## src/rtl/isbc_pkg.sv

```systemverilog
// shared types and constants for the imu static bias calibrator
// no dependencies; imported by every module of the block

package isbc_pkg;

   localparam int TS_W       = 32;
   localparam int SMP_W      = 24;
   localparam int SUM_W      = 40;
   localparam int SQ_W       = 63;
   localparam int PROD_W     = 47;
   localparam int LIM_W      = 46;
   localparam int ZOFF_W     = 24;
   localparam int BIAS_W     = 24;
   localparam int CFG_CNT_W  = 16;
   localparam int VAR_W      = 64;
   localparam int AXES       = 3;
   localparam int AXIS_W     = 2;
   localparam int CSR_IDX_W  = 2;
   localparam int CSR_DATA_W = 46;
   localparam int REQ_DATA_W = 104;
   localparam int RSP_DATA_W = 80;
   localparam int RSP_PAD_W  = 3;

   localparam logic [LIM_W-1:0]     VAR_LIMIT_RESET = 46'd8388608;
   localparam logic [ZOFF_W-1:0]    Z_OFFSET_RESET  = 24'd0;
   localparam logic [CFG_CNT_W-1:0] DISCARD_RESET   = 16'd1000;
   localparam logic [CFG_CNT_W-1:0] WINDOW_RESET    = 16'd8000;
   localparam logic [AXIS_W-1:0]    LAST_AXIS       = 2'd2;

   typedef enum logic [1:0] {
      PH_DISCARD = 2'd0,
      PH_COLLECT = 2'd1,
      PH_DONE    = 2'd2
   } phase_type;

   typedef enum logic [CSR_IDX_W-1:0] {
      CSR_VAR_LIMIT = 2'd0,
      CSR_Z_OFFSET  = 2'd1,
      CSR_DISCARD   = 2'd2,
      CSR_WINDOW    = 2'd3
   } csr_index_type;

   typedef enum logic [3:0] {
      ST_IDLE,
      ST_CLASSIFY,
      ST_DISC_TEST,
      ST_SQUARE,
      ST_ADD,
      ST_DIV_SUM,
      ST_WAIT_SUM,
      ST_DIV_SQ,
      ST_WAIT_SQ,
      ST_VAR,
      ST_FINISH,
      ST_EMIT
   } ctl_state_type;

   typedef struct packed {
      logic              capture;
      logic              mark_dup;
      logic              take_time;
      logic              count_step;
      logic              enter_collect;
      logic              square;
      logic              add_sq;
      logic              div_start;
      logic              div_sel_sq;
      logic              take_mean;
      logic              take_quot;
      logic              var_check;
      logic              latch_bias;
      logic              reject;
      logic              load_rsp;
      logic [AXIS_W-1:0] axis;
   } ctl_cmd_type;

   typedef struct packed {
      phase_type phase;
      logic      dup;
      logic      disc_hit;
      logic      win_hit;
      logic      div_done;
      logic      var_fail;
   } ctl_status_type;

endpackage

```

## src/rtl/isbc_ctrl.sv

```systemverilog
// controller state machine: item sequencing, window-end statistics, result handshake
// depends on isbc_pkg

module isbc_ctrl (
   input  logic                     clock,
   input  logic                     reset,
   input  logic                     req_tvalid,
   output logic                     req_tready,
   output logic                     rsp_tvalid,
   input  logic                     rsp_tready,
   input  isbc_pkg::ctl_status_type status,
   output isbc_pkg::ctl_cmd_type    cmd
);
   import isbc_pkg::*;

   ctl_state_type     state_ff, state_in;
   logic [AXIS_W-1:0] axis_ff, axis_in;
   logic              rsp_valid_ff, rsp_valid_in;
   logic              out_free;

   assign out_free = !rsp_valid_ff || rsp_tready;

   // next state
   always_comb begin
      state_in = state_ff;
      axis_in  = axis_ff;
      unique case (state_ff)
         ST_IDLE: begin
            if (req_tvalid) begin
               state_in = ST_CLASSIFY;
            end
         end
         ST_CLASSIFY: begin
            priority if (status.phase == PH_DONE || status.dup) begin
               state_in = ST_EMIT;
            end else if (status.phase == PH_DISCARD) begin
               state_in = ST_DISC_TEST;
            end else begin
               state_in = ST_SQUARE;
            end
         end
         ST_DISC_TEST: state_in = ST_EMIT;
         ST_SQUARE:    state_in = ST_ADD;
         ST_ADD: begin
            if (status.win_hit) begin
               axis_in  = '0;
               state_in = ST_DIV_SUM;
            end else begin
               state_in = ST_EMIT;
            end
         end
         ST_DIV_SUM: state_in = ST_WAIT_SUM;
         ST_WAIT_SUM: begin
            if (status.div_done) begin
               state_in = ST_DIV_SQ;
            end
         end
         ST_DIV_SQ: state_in = ST_WAIT_SQ;
         ST_WAIT_SQ: begin
            if (status.div_done) begin
               state_in = ST_VAR;
            end
         end
         ST_VAR: begin
            if (axis_ff == LAST_AXIS) begin
               state_in = ST_FINISH;
            end else begin
               axis_in  = axis_ff + 1'b1;
               state_in = ST_DIV_SUM;
            end
         end
         ST_FINISH: state_in = ST_EMIT;
         ST_EMIT: begin
            if (out_free) begin
               state_in = ST_IDLE;
            end
         end
         default: state_in = ST_IDLE;
      endcase
   end

   // outputs
   always_comb begin
      cmd        = '0;
      cmd.axis   = axis_ff;
      req_tready = 1'b0;
      unique case (state_ff)
         ST_IDLE: begin
            req_tready  = 1'b1;
            cmd.capture = req_tvalid;
         end
         ST_CLASSIFY: begin
            if (status.phase != PH_DONE) begin
               if (status.dup) begin
                  cmd.mark_dup = 1'b1;
               end else begin
                  cmd.take_time  = 1'b1;
                  cmd.count_step = (status.phase == PH_DISCARD);
               end
            end
         end
         ST_DISC_TEST: cmd.enter_collect = status.disc_hit;
         ST_SQUARE: begin
            cmd.square     = 1'b1;
            cmd.count_step = 1'b1;
         end
         ST_ADD:      cmd.add_sq = 1'b1;
         ST_DIV_SUM:  cmd.div_start = 1'b1;
         ST_WAIT_SUM: cmd.take_mean = status.div_done;
         ST_DIV_SQ: begin
            cmd.div_start  = 1'b1;
            cmd.div_sel_sq = 1'b1;
         end
         ST_WAIT_SQ:  cmd.take_quot = status.div_done;
         ST_VAR:      cmd.var_check = 1'b1;
         ST_FINISH: begin
            cmd.reject     = status.var_fail;
            cmd.latch_bias = !status.var_fail;
         end
         ST_EMIT:     cmd.load_rsp = out_free;
         default:     req_tready = 1'b0;
      endcase
   end

   always_comb begin
      rsp_valid_in = rsp_valid_ff;
      if (cmd.load_rsp) begin
         rsp_valid_in = 1'b1;
      end else if (rsp_tready) begin
         rsp_valid_in = 1'b0;
      end
   end

   always_ff @(posedge clock) begin
      if (reset) begin
         state_ff     <= ST_IDLE;
         axis_ff      <= '0;
         rsp_valid_ff <= 1'b0;
      end else begin
         state_ff     <= state_in;
         axis_ff      <= axis_in;
         rsp_valid_ff <= rsp_valid_in;
      end
   end

   assign rsp_tvalid = rsp_valid_ff;

   a_done_when_waiting: assert property (@(posedge clock) disable iff (reset)
      status.div_done |-> (state_ff == ST_WAIT_SUM || state_ff == ST_WAIT_SQ))
      else $error("division finished outside a wait state");

   a_result_from_emit: assert property (@(posedge clock) disable iff (reset)
      $rose(rsp_tvalid) |-> $past(state_ff) == ST_EMIT)
      else $error("result raised outside emit");

   a_accept_classifies: assert property (@(posedge clock) disable iff (reset)
      (req_tvalid && req_tready) |=> state_ff == ST_CLASSIFY)
      else $error("accepted item not classified");

endmodule

```

## config.mk

```make
export PLATFORM = sky130hd
export DESIGN_NAME = isbc_ctrl
export DESIGN_NICKNAME = d
export VERILOG_FILES = /design/src/rtl/isbc_pkg.sv /design/src/rtl/isbc_ctrl.sv
export SDC_FILE = /design/constraint.sdc
export NUM_CORES = 1
export LEC_CHECK = 0
export BUFFER_PORTS_ARGS = -buffer_cell sky130_fd_sc_hd__buf_4
export CELL_PAD_IN_SITES_DETAIL_PLACEMENT = 0
export CELL_PAD_IN_SITES_GLOBAL_PLACEMENT = 1
export CORE_ASPECT_RATIO = 1.4
export CORE_MARGIN = 2
export CORE_UTILIZATION = 29
export DETAILED_ROUTE_END_ITERATION = 16
export PLACE_DENSITY = 0.71
export SKIP_CTS_REPAIR_TIMING = 1
export SYNTH_ARGS = -nofsm -noshare
export SYNTH_HDL_FRONTEND = slang
export SYNTH_SLANG_ARGS = --single-unit
export TNS_END_PERCENT = 1
```

## constraint.sdc

```tcl
create_clock -name clock -period 1.4 [get_ports clock]
set_clock_uncertainty 0.1 [all_clocks]
set_input_delay 0.14 -clock clock [delete_from_list [all_inputs] [get_ports clock]]
set_output_delay 0.14 -clock clock [all_outputs]
set_load 0.02 [all_outputs]
```

==> flow_summary.rst, run 1 <==
.. list-table::
   :header-rows: 1

   * - Metric
     - Value
   * - 1st-iter DRT viols
     - 9
   * - TritonCTS Buffers
     - 3
   * - Failing checks
     - negative setup slack
   * - Share of total power consumed by net switching
     - 0.431
   * - Leakage power
     - 0.600 nW
   * - Post-synth top flop
     - sky130_fd_sc_hd__dfxtp_1
   * - Outcome
     - finished, violations left
   * - Arrival time worst endpoint
     - 1.50 ns
   * - Number of enable-type register cells in the synthesized netlist
     - 0
   * - Critical path class
     - flop to primary output
   * - Effective utilization at floorplan
     - 0.302
   * - Placed instance count
     - 175
   * - Die boundary height
     - 63.1 µm
   * - Critical path startpoint category
     - flop
   * - Top fanout value on the critical path
     - 15
   * - Largest net degree at the start of global routing
     - 16
   * - Register share of total power
     - 0.158
   * - Clock transition at path regs
     - 0.06 ns
   * - Share of final-layout standard cells stronger than drive strength 1
     - 0.565
   * - Post-layout utilization of the core
     - 0.543
   * - HPWL Detailed
     - 1.79 mm
   * - Dominant cell by count in the synthesized netlist
     - sky130_fd_sc_hd__nor2_1
   * - Area delta synth->final
     - 79.6%
   * - Number of antenna repair diodes
     - 0
   * - Time the final worst path needs with I/O delays and setup
     - 1.74 ns
   * - Sequential area share after synthesis
     - 0.194
   * - Wire length of the first global-routing pass
     - 3.88 mm
   * - Aggregate routed wire length
     - 2.36 mm
   * - Slew HR
     - 0.808
   * - Maximum single-stage delay on the critical path
     - 0.55 ns
   * - Type of element capturing the critical path
     - primary output
   * - First-pass DRT Iterations
     - 3
   * - Remaining routing DRC violations
     - 0
   * - Count of nets left with antenna violations after detail routing
     - 0
   * - Hold crit path type
     - input pin to flop
   * - Fmax achieved
     - 576 MHz
   * - Synthesized netlist cell count
     - 96
   * - Number of pins exceeding their max-slew limit in the final report
     - 0
   * - Internal power contribution
     - 0.00125 W
   * - Part of the power in combinational logic
     - 0.752
   * - Area after DPL
     - 1160 µm²
   * - Asr flop ratio synth
     - 0
   * - Overall Global Routing Usage
     - 0.177
   * - Clock tree from TritonCTS
     - built
   * - Largest delay share family, worst path
     - simple AND/OR/NAND/NOR gates
   * - Post-synth design cell area
     - 723 µm²
   * - Clock Power Share
     - 0.090
   * - Final critical-path share of the clock period
     - 1.24
   * - Total congestion overflow after global routing
     - 0
   * - Source-to-sink clock delay at the later pin of the worst-skew pair
     - 0.25 ns
   * - Setup repair after global routing missed its margin
     - yes
   * - # port buffers
     - 29
   * - Crit path setup slack, layout
     - -0.335 ns
   * - Fin nets
     - 160
   * - Number of register bits inferred by synthesis
     - 7
   * - Critical-path cell list
     - buf_12, or4_4, nor2_4, buf_6
   * - Crit path buffers/inverters
     - 2
   * - Total number of H-tree levels
     - 1
   * - Synth area leader
     - sky130_fd_sc_hd__dfxtp_1
   * - Routed length per placed instance
     - 13.1 µm
   * - Share of Yosys cell area claimed by the top area cell type
     - 0.194
   * - Filler-free cell count of the finished design
     - 181
   * - Site Rows
     - 21
   * - Data required time of the worst path
     - 1.16 ns
   * - Overall die area
     - 2910 µm²
   * - Yosys Warn Count
     - 0
   * - Routability Congestion
     - 0.781
   * - Slew of the pin with the lowest slew margin
     - 0.285 ns
   * - Core region area
     - 2390 µm²
   * - Worst setup slack after placement
     - -0.213 ns
   * - Number of maximum-capacitance constraint violations
     - 0
   * - Buffer depth of the longest clock path
     - 2
   * - Post-route cell area
     - 1300 µm²
   * - Mean instance size in the synthesized netlist
     - 7.53 µm²
   * - Number of setup violations in the final report
     - 21
   * - Slowest-stage cell, CP
     - sky130_fd_sc_hd__or4_4
   * - Routed vias
     - 904
   * - Initial antenna violation count
     - 0
   * - TritonCTS Sinks
     - 7
   * - Power per unit of standard cell area
     - 1690 nW/µm²
   * - Number of hold violations in the final report
     - 0
   * - Worst supply voltage drop on vdd
     - 0.000980 V
   * - Ranking of synthesized cells by area
     - sky130_fd_sc_hd__dfxtp_1, sky130_fd_sc_hd__nor2_1, sky130_fd_sc_hd__nand4bb_1, sky130_fd_sc_hd__nand2b_1, sky130_fd_sc_hd__nor3_1
   * - Number of distinct library cells after synthesis
     - 42
   * - Vias in the first global route
     - 886
   * - Chip Width
     - 46.2 µm
   * - Count of boundary I/O pins
     - 30
   * - Leading post-synthesis cells by instance count
     - sky130_fd_sc_hd__nor2_1, sky130_fd_sc_hd__dfxtp_1, sky130_fd_sc_hd__nor3_1
   * - Clk Tree Root Cell
     - sky130_fd_sc_hd__clkbuf_4
   * - Post-synthesis net count
     - 108
   * - Via count normalized by instance count
     - 4.99
   * - Switching power total
     - 0.000946 W
[power groups by stage]
| stage | clock network (W) | logic [W] | registers, W |
|---|---|---|---|
| after floorplan | 0 | 0.000895 | 0.000303 |
| after global placement | 0 | 0.00145 | 0.000331 |
| after detailed placement | 0 | 0.00147 | 0.000332 |
| after CTS | 0.000203 | 0.00147 | 0.000327 |
| after global routing | 0.000228 | 0.00180 | 0.000352 |
| final | 0.000197 | 0.00165 | 0.000347 |
[layer usage]
| metal | share of wire | up-vias | global-route usage |
|---|---|---|---|
| met4 | 0.020 | 0 | 0.0929 |
| met5 | 0 | - | 0 |
| met2 | 0.55 | 28 | 0.292 |
| met1 | 0.38 | 420 | 0.209 |
| li1 | - | 452 | - |
| met3 | 0.049 | 4 | 0.0229 |
[cells by family (layout without fill, tap and decap cells)]
family          after synthesis  count (layout)  share of synthesized area
simple gates                 51              51                      0.448
compound gates               18              18                      0.168
buf+inv                      15              66                      0.118
flops                         7               7                      0.194
mux                           3               3                     0.0433
fa+ha+maj                     1               1                     0.0173
xor+xnor                      1               1                     0.0121
[final timing paths]
check	end	slack, ns	start	depth (start not counted)
max	cmd[14]	-0.34	state_ff[1]	4
min	rsp_tvalid	0.02	reset	2
max reg2reg	state_ff[1]	-0.16	state_ff[2]	5
min reg2reg	rsp_tvalid	0.44	rsp_tvalid	2
[through the flow]
step,setup TNS [ns],hold slack (ns),power (W)
2_1_floorplan,-1.18,0.208,0.00120
3_3_place_gp,-1.17,0.284,0.00178
3_5_place_dp,-1.41,0.290,0.00180
4_1_cts,-5.64,0.0174,0.00200
5_1_grt,-5.15,0.0107,0.00238
6_report,-3.38,0.0220,0.00219
[final cells by class]
class                   count  area (µm²)
repair buffers             57         485
clock buffers               4        26.3
multi-input cells          74         571
fillers                   239        1090
well taps                  34        42.5
flip-flops and latches      7         151
inverters                   5        22.5
[state kept, by name (all words and copies together) (netlist names)]
| name | flops |
|---|---|
| state_ff | 4 |
| rsp_tvalid | 1 |
| axis_ff | 2 |
[cell usage in the layout, fill, tap and decap left out, types with 2 or more instances in the layout]
| cell | count |
|---|---|
| sky130_fd_sc_hd__nor3_1 | 3 |
| sky130_fd_sc_hd__nor2_1 | 10 |
| sky130_fd_sc_hd__mux2i_1 | 2 |
| sky130_fd_sc_hd__dfxtp_1 | 2 |
| sky130_fd_sc_hd__clkbuf_4 | 3 |
| sky130_fd_sc_hd__o31ai_1 | 2 |
| sky130_fd_sc_hd__nor2b_2 | 3 |
| sky130_fd_sc_hd__nand2b_1 | 5 |
| sky130_fd_sc_hd__and3_1 | 4 |
| sky130_fd_sc_hd__and4b_1 | 2 |
| sky130_fd_sc_hd__nor3_2 | 3 |
| sky130_fd_sc_hd__nand4bb_1 | 3 |
| sky130_fd_sc_hd__buf_4 | 44 |
| sky130_fd_sc_hd__dfxtp_4 | 2 |
| sky130_fd_sc_hd__o21ai_1 | 2 |
| sky130_fd_sc_hd__nor2_4 | 3 |
| sky130_fd_sc_hd__dfxtp_2 | 3 |
| sky130_fd_sc_hd__a21oi_1 | 4 |
| sky130_fd_sc_hd__buf_6 | 12 |
| sky130_fd_sc_hd__and2_1 | 2 |
| sky130_fd_sc_hd__inv_1 | 3 |
Power figures use the tool's default switching activity.
==> inputs of run 2 (changes only) <==
--- a/config.mk
+++ b/config.mk
@@ -12,6 +12,7 @@
 export CORE_MARGIN = 2
 export CORE_UTILIZATION = 29
 export DETAILED_ROUTE_END_ITERATION = 16
+export HOLD_SLACK_MARGIN = 0.03
 export PLACE_DENSITY = 0.71
 export SKIP_CTS_REPAIR_TIMING = 1
 export SYNTH_ARGS = -nofsm -noshare
==> constraint.sdc (replaced) <==
create_clock -name clock -period 1.5 [get_ports clock]
set_clock_uncertainty 0.1 [all_clocks]
set_input_delay 0.15 -clock clock [delete_from_list [all_inputs] [get_ports clock]]
set_output_delay 0.15 -clock clock [all_outputs]
set_load 0.02 [all_outputs]
==> flow_summary.rst, run 2 (synthesis results as in run 1) <==
.. list-table::
   :header-rows: 1

   * - Metric
     - Value
   * - Die boundary height
     - 63.1 µm (unchanged)
   * - Routed length per placed instance
     - 13.1 µm (+0.16%)
   * - Critical path startpoint category
     - flop
   * - Top fanout value on the critical path
     - 8 (-7)
   * - Wire length of the first global-routing pass
     - 3.56 mm (-8.3%)
   * - Setup repair after global routing missed its margin
     - yes
   * - Number of hold violations in the final report
     - 0 (unchanged)
   * - Most common cell after layout, fill and taps aside
     - sky130_fd_sc_hd__buf_4
   * - Failing checks
     - negative setup slack
   * - Switching power total
     - 0.000909 W (-3.9%)
   * - Overall Global Routing Usage
     - 0.160 (-0.0165)
   * - Slew of the pin with the lowest slew margin
     - 0.312 ns (+0.0277 ns)
   * - Source-to-sink clock delay at the later pin of the worst-skew pair
     - 0.25 ns (about the same)
   * - Number of fillers in the final layout
     - 234 (-2.1%)
   * - Site Rows
     - 21 (unchanged)
   * - Power per unit of standard cell area
     - 1610 nW/µm² (-4.9%)
   * - Share of final-layout standard cells stronger than drive strength 1
     - 0.589 (+0.0248)
   * - Buffer depth of the longest clock path
     - 2 (unchanged)
   * - Final critical-path share of the clock period
     - 1.15
   * - Aggregate routed wire length
     - 2.42 mm (+2.4%)
   * - Number of maximum-capacitance constraint violations
     - 0 (unchanged)
   * - Largest net degree at the start of global routing
     - 13 (-3)
   * - Filler-free cell count of the finished design
     - 185 (+2.2%)
   * - Crit path setup slack, layout
     - -0.225 ns (+0.111 ns)
   * - Worst hold slack
     - 0.161 ns (+0.139 ns)
   * - 1st-iter DRT viols
     - 10 (+1)
   * - Chip Width
     - 46.2 µm (unchanged)
   * - Share of total power consumed by net switching
     - 0.422 (-0.00924)
   * - Initial antenna violation count
     - 0 (unchanged)
   * - # port buffers
     - 29 (unchanged)
   * - Fin nets
     - 164 (+2.5%)
   * - Time the final worst path needs with I/O delays and setup
     - 1.72 ns
   * - Count of nets left with antenna violations after detail routing
     - 0 (unchanged)
   * - Vias in the first global route
     - 820 (-7.4%)
   * - Leading cell types in the layout, fill and taps excluded
     - sky130_fd_sc_hd__buf_4, sky130_fd_sc_hd__nor2_1, sky130_fd_sc_hd__buf_6
   * - Overall die area
     - 2910 µm² (unchanged)
   * - Count of boundary I/O pins
     - 30 (unchanged)
   * - Number of antenna repair diodes
     - 0 (unchanged)
   * - Number of pins exceeding their max-slew limit in the final report
     - 0 (unchanged)
   * - Total area of multi-input combinational cells
     - 592 µm² (+3.7%)
   * - Total number of H-tree levels
     - 1 (unchanged)
   * - Via count normalized by instance count
     - 4.87 (-2.5%)
   * - Data required time of the worst path
     - 1.25 ns (+0.09 ns)
   * - Slew HR
     - 0.790 (-0.0181)
   * - Area delta synth->final
     - 85.5%
   * - Clk Tree Root Cell
     - sky130_fd_sc_hd__clkbuf_4
   * - TritonCTS Sinks
     - 7 (unchanged)
   * - Internal power contribution
     - 0.00124 W (-0.21%)
   * - Worst supply voltage drop on vdd
     - 0.000901 V (-8.1%)
   * - Routability Congestion
     - 0.768 (-1.6%)
   * - HPWL Detailed
     - 1.75 mm (-1.9%)
   * - Critical path class
     - flop to primary output
   * - Total congestion overflow after global routing
     - 0 (unchanged)
   * - Arrival time worst endpoint
     - 1.47 ns (-0.03 ns)
   * - Type of element capturing the critical path
     - primary output
   * - Clock transition at path regs
     - 0.06 ns (about the same)
   * - Effective utilization at floorplan
     - 0.302 (unchanged)
   * - Area taken by flip-flops and latches
     - 154 µm² (+1.7%)
   * - Core region area
     - 2390 µm² (unchanged)
   * - Remaining routing DRC violations
     - 0 (unchanged)
   * - Leakage power
     - 0.622 nW (+3.7%)
   * - TritonCTS Buffers
     - 3 (unchanged)
   * - Largest register FFs
     - 4 (unchanged)
   * - Routed vias
     - 901 (-0.33%)
   * - Register bank with the most flops
     - state_ff
   * - Register share of total power
     - 0.150 (-0.008)
   * - Hold crit path type
     - input pin to flop
   * - Fmax achieved
     - 580 MHz
   * - Placed instance count
     - 173 (-1.1%)
   * - Clock tree from TritonCTS
     - built
   * - Clock Power Share
     - 0.081 (-0.009)
   * - Part of the power in combinational logic
     - 0.769 (+0.017)
   * - Number of setup violations in the final report
     - 16 (-24%)
   * - Outcome
     - finished, violations left
   * - First-pass DRT Iterations
     - 4 (+1)
==> run 2: metrics by stage <==
step	setup TNS (ns)	utilization	area, µm²	worst slack (ns)	power (W)
global route	-2.92	0.561	1340	-0.275	0.00230
CTS	-3.79	0.490	1170	-0.336	0.00182
finish	-1.75	0.561	1340	-0.225	0.00215
global placement	-0.367	0.479	1140	-0.0872	0.00162
detailed placement	-0.493	0.479	1140	-0.112	0.00163
floorplan	-0.442	-	762	-0.125	0.00112
==> run 2: final timing paths <==
kind	startpoint	end	slack [ns]	depth (start not counted)
max	state_ff[1]	cmd[15]	-0.22	4
min	rsp_tready	rsp_tvalid	0.16	3
max reg2reg	axis_ff[0]	state_ff[3]	-0.06	6
min reg2reg	rsp_tvalid	rsp_tvalid	0.47	2
==> run 2: area by class of cell <==
cell class,instances,share of cell area
Multi-Input combinational cell,74,0.441
Timing Repair Buffer,61,0.376
Clock buffer,4,0.0196
Tap cell,34,0.0317
Sequential cell,7,0.115
Inverter,5,0.0168
==> run 2: per-layer routing <==
metal	part of all wire	vias to the layer above	wire length [µm]	track usage
met1	0.39	418	947	0.190
met3	0.048	2	117	0.0115
met2	0.55	26	1340	0.280
li1	-	455	-	-
met4	0.0083	0	20	0.0643
met5	0	-	0	0
==> run 2: power groups by stage <==
stage                     combinational (W)  clock [W]  sequential [W]
after floorplan                    0.000835          0        0.000282
after global routing                0.00177   0.000199        0.000333
after global placement              0.00131          0        0.000312
final                               0.00166   0.000174        0.000323
after detailed placement            0.00132          0        0.000313
after CTS                           0.00132   0.000186        0.000310
==> run 2: worst max-delay path, stage by stage, from the launching register on <==
cell and delay, ns:
sky130_fd_sc_hd__dfxtp_2 0.33, sky130_fd_sc_hd__buf_12 0.13, sky130_fd_sc_hd__or4_4 0.55, sky130_fd_sc_hd__nor2_4 0.10
sky130_fd_sc_hd__buf_6 0.12
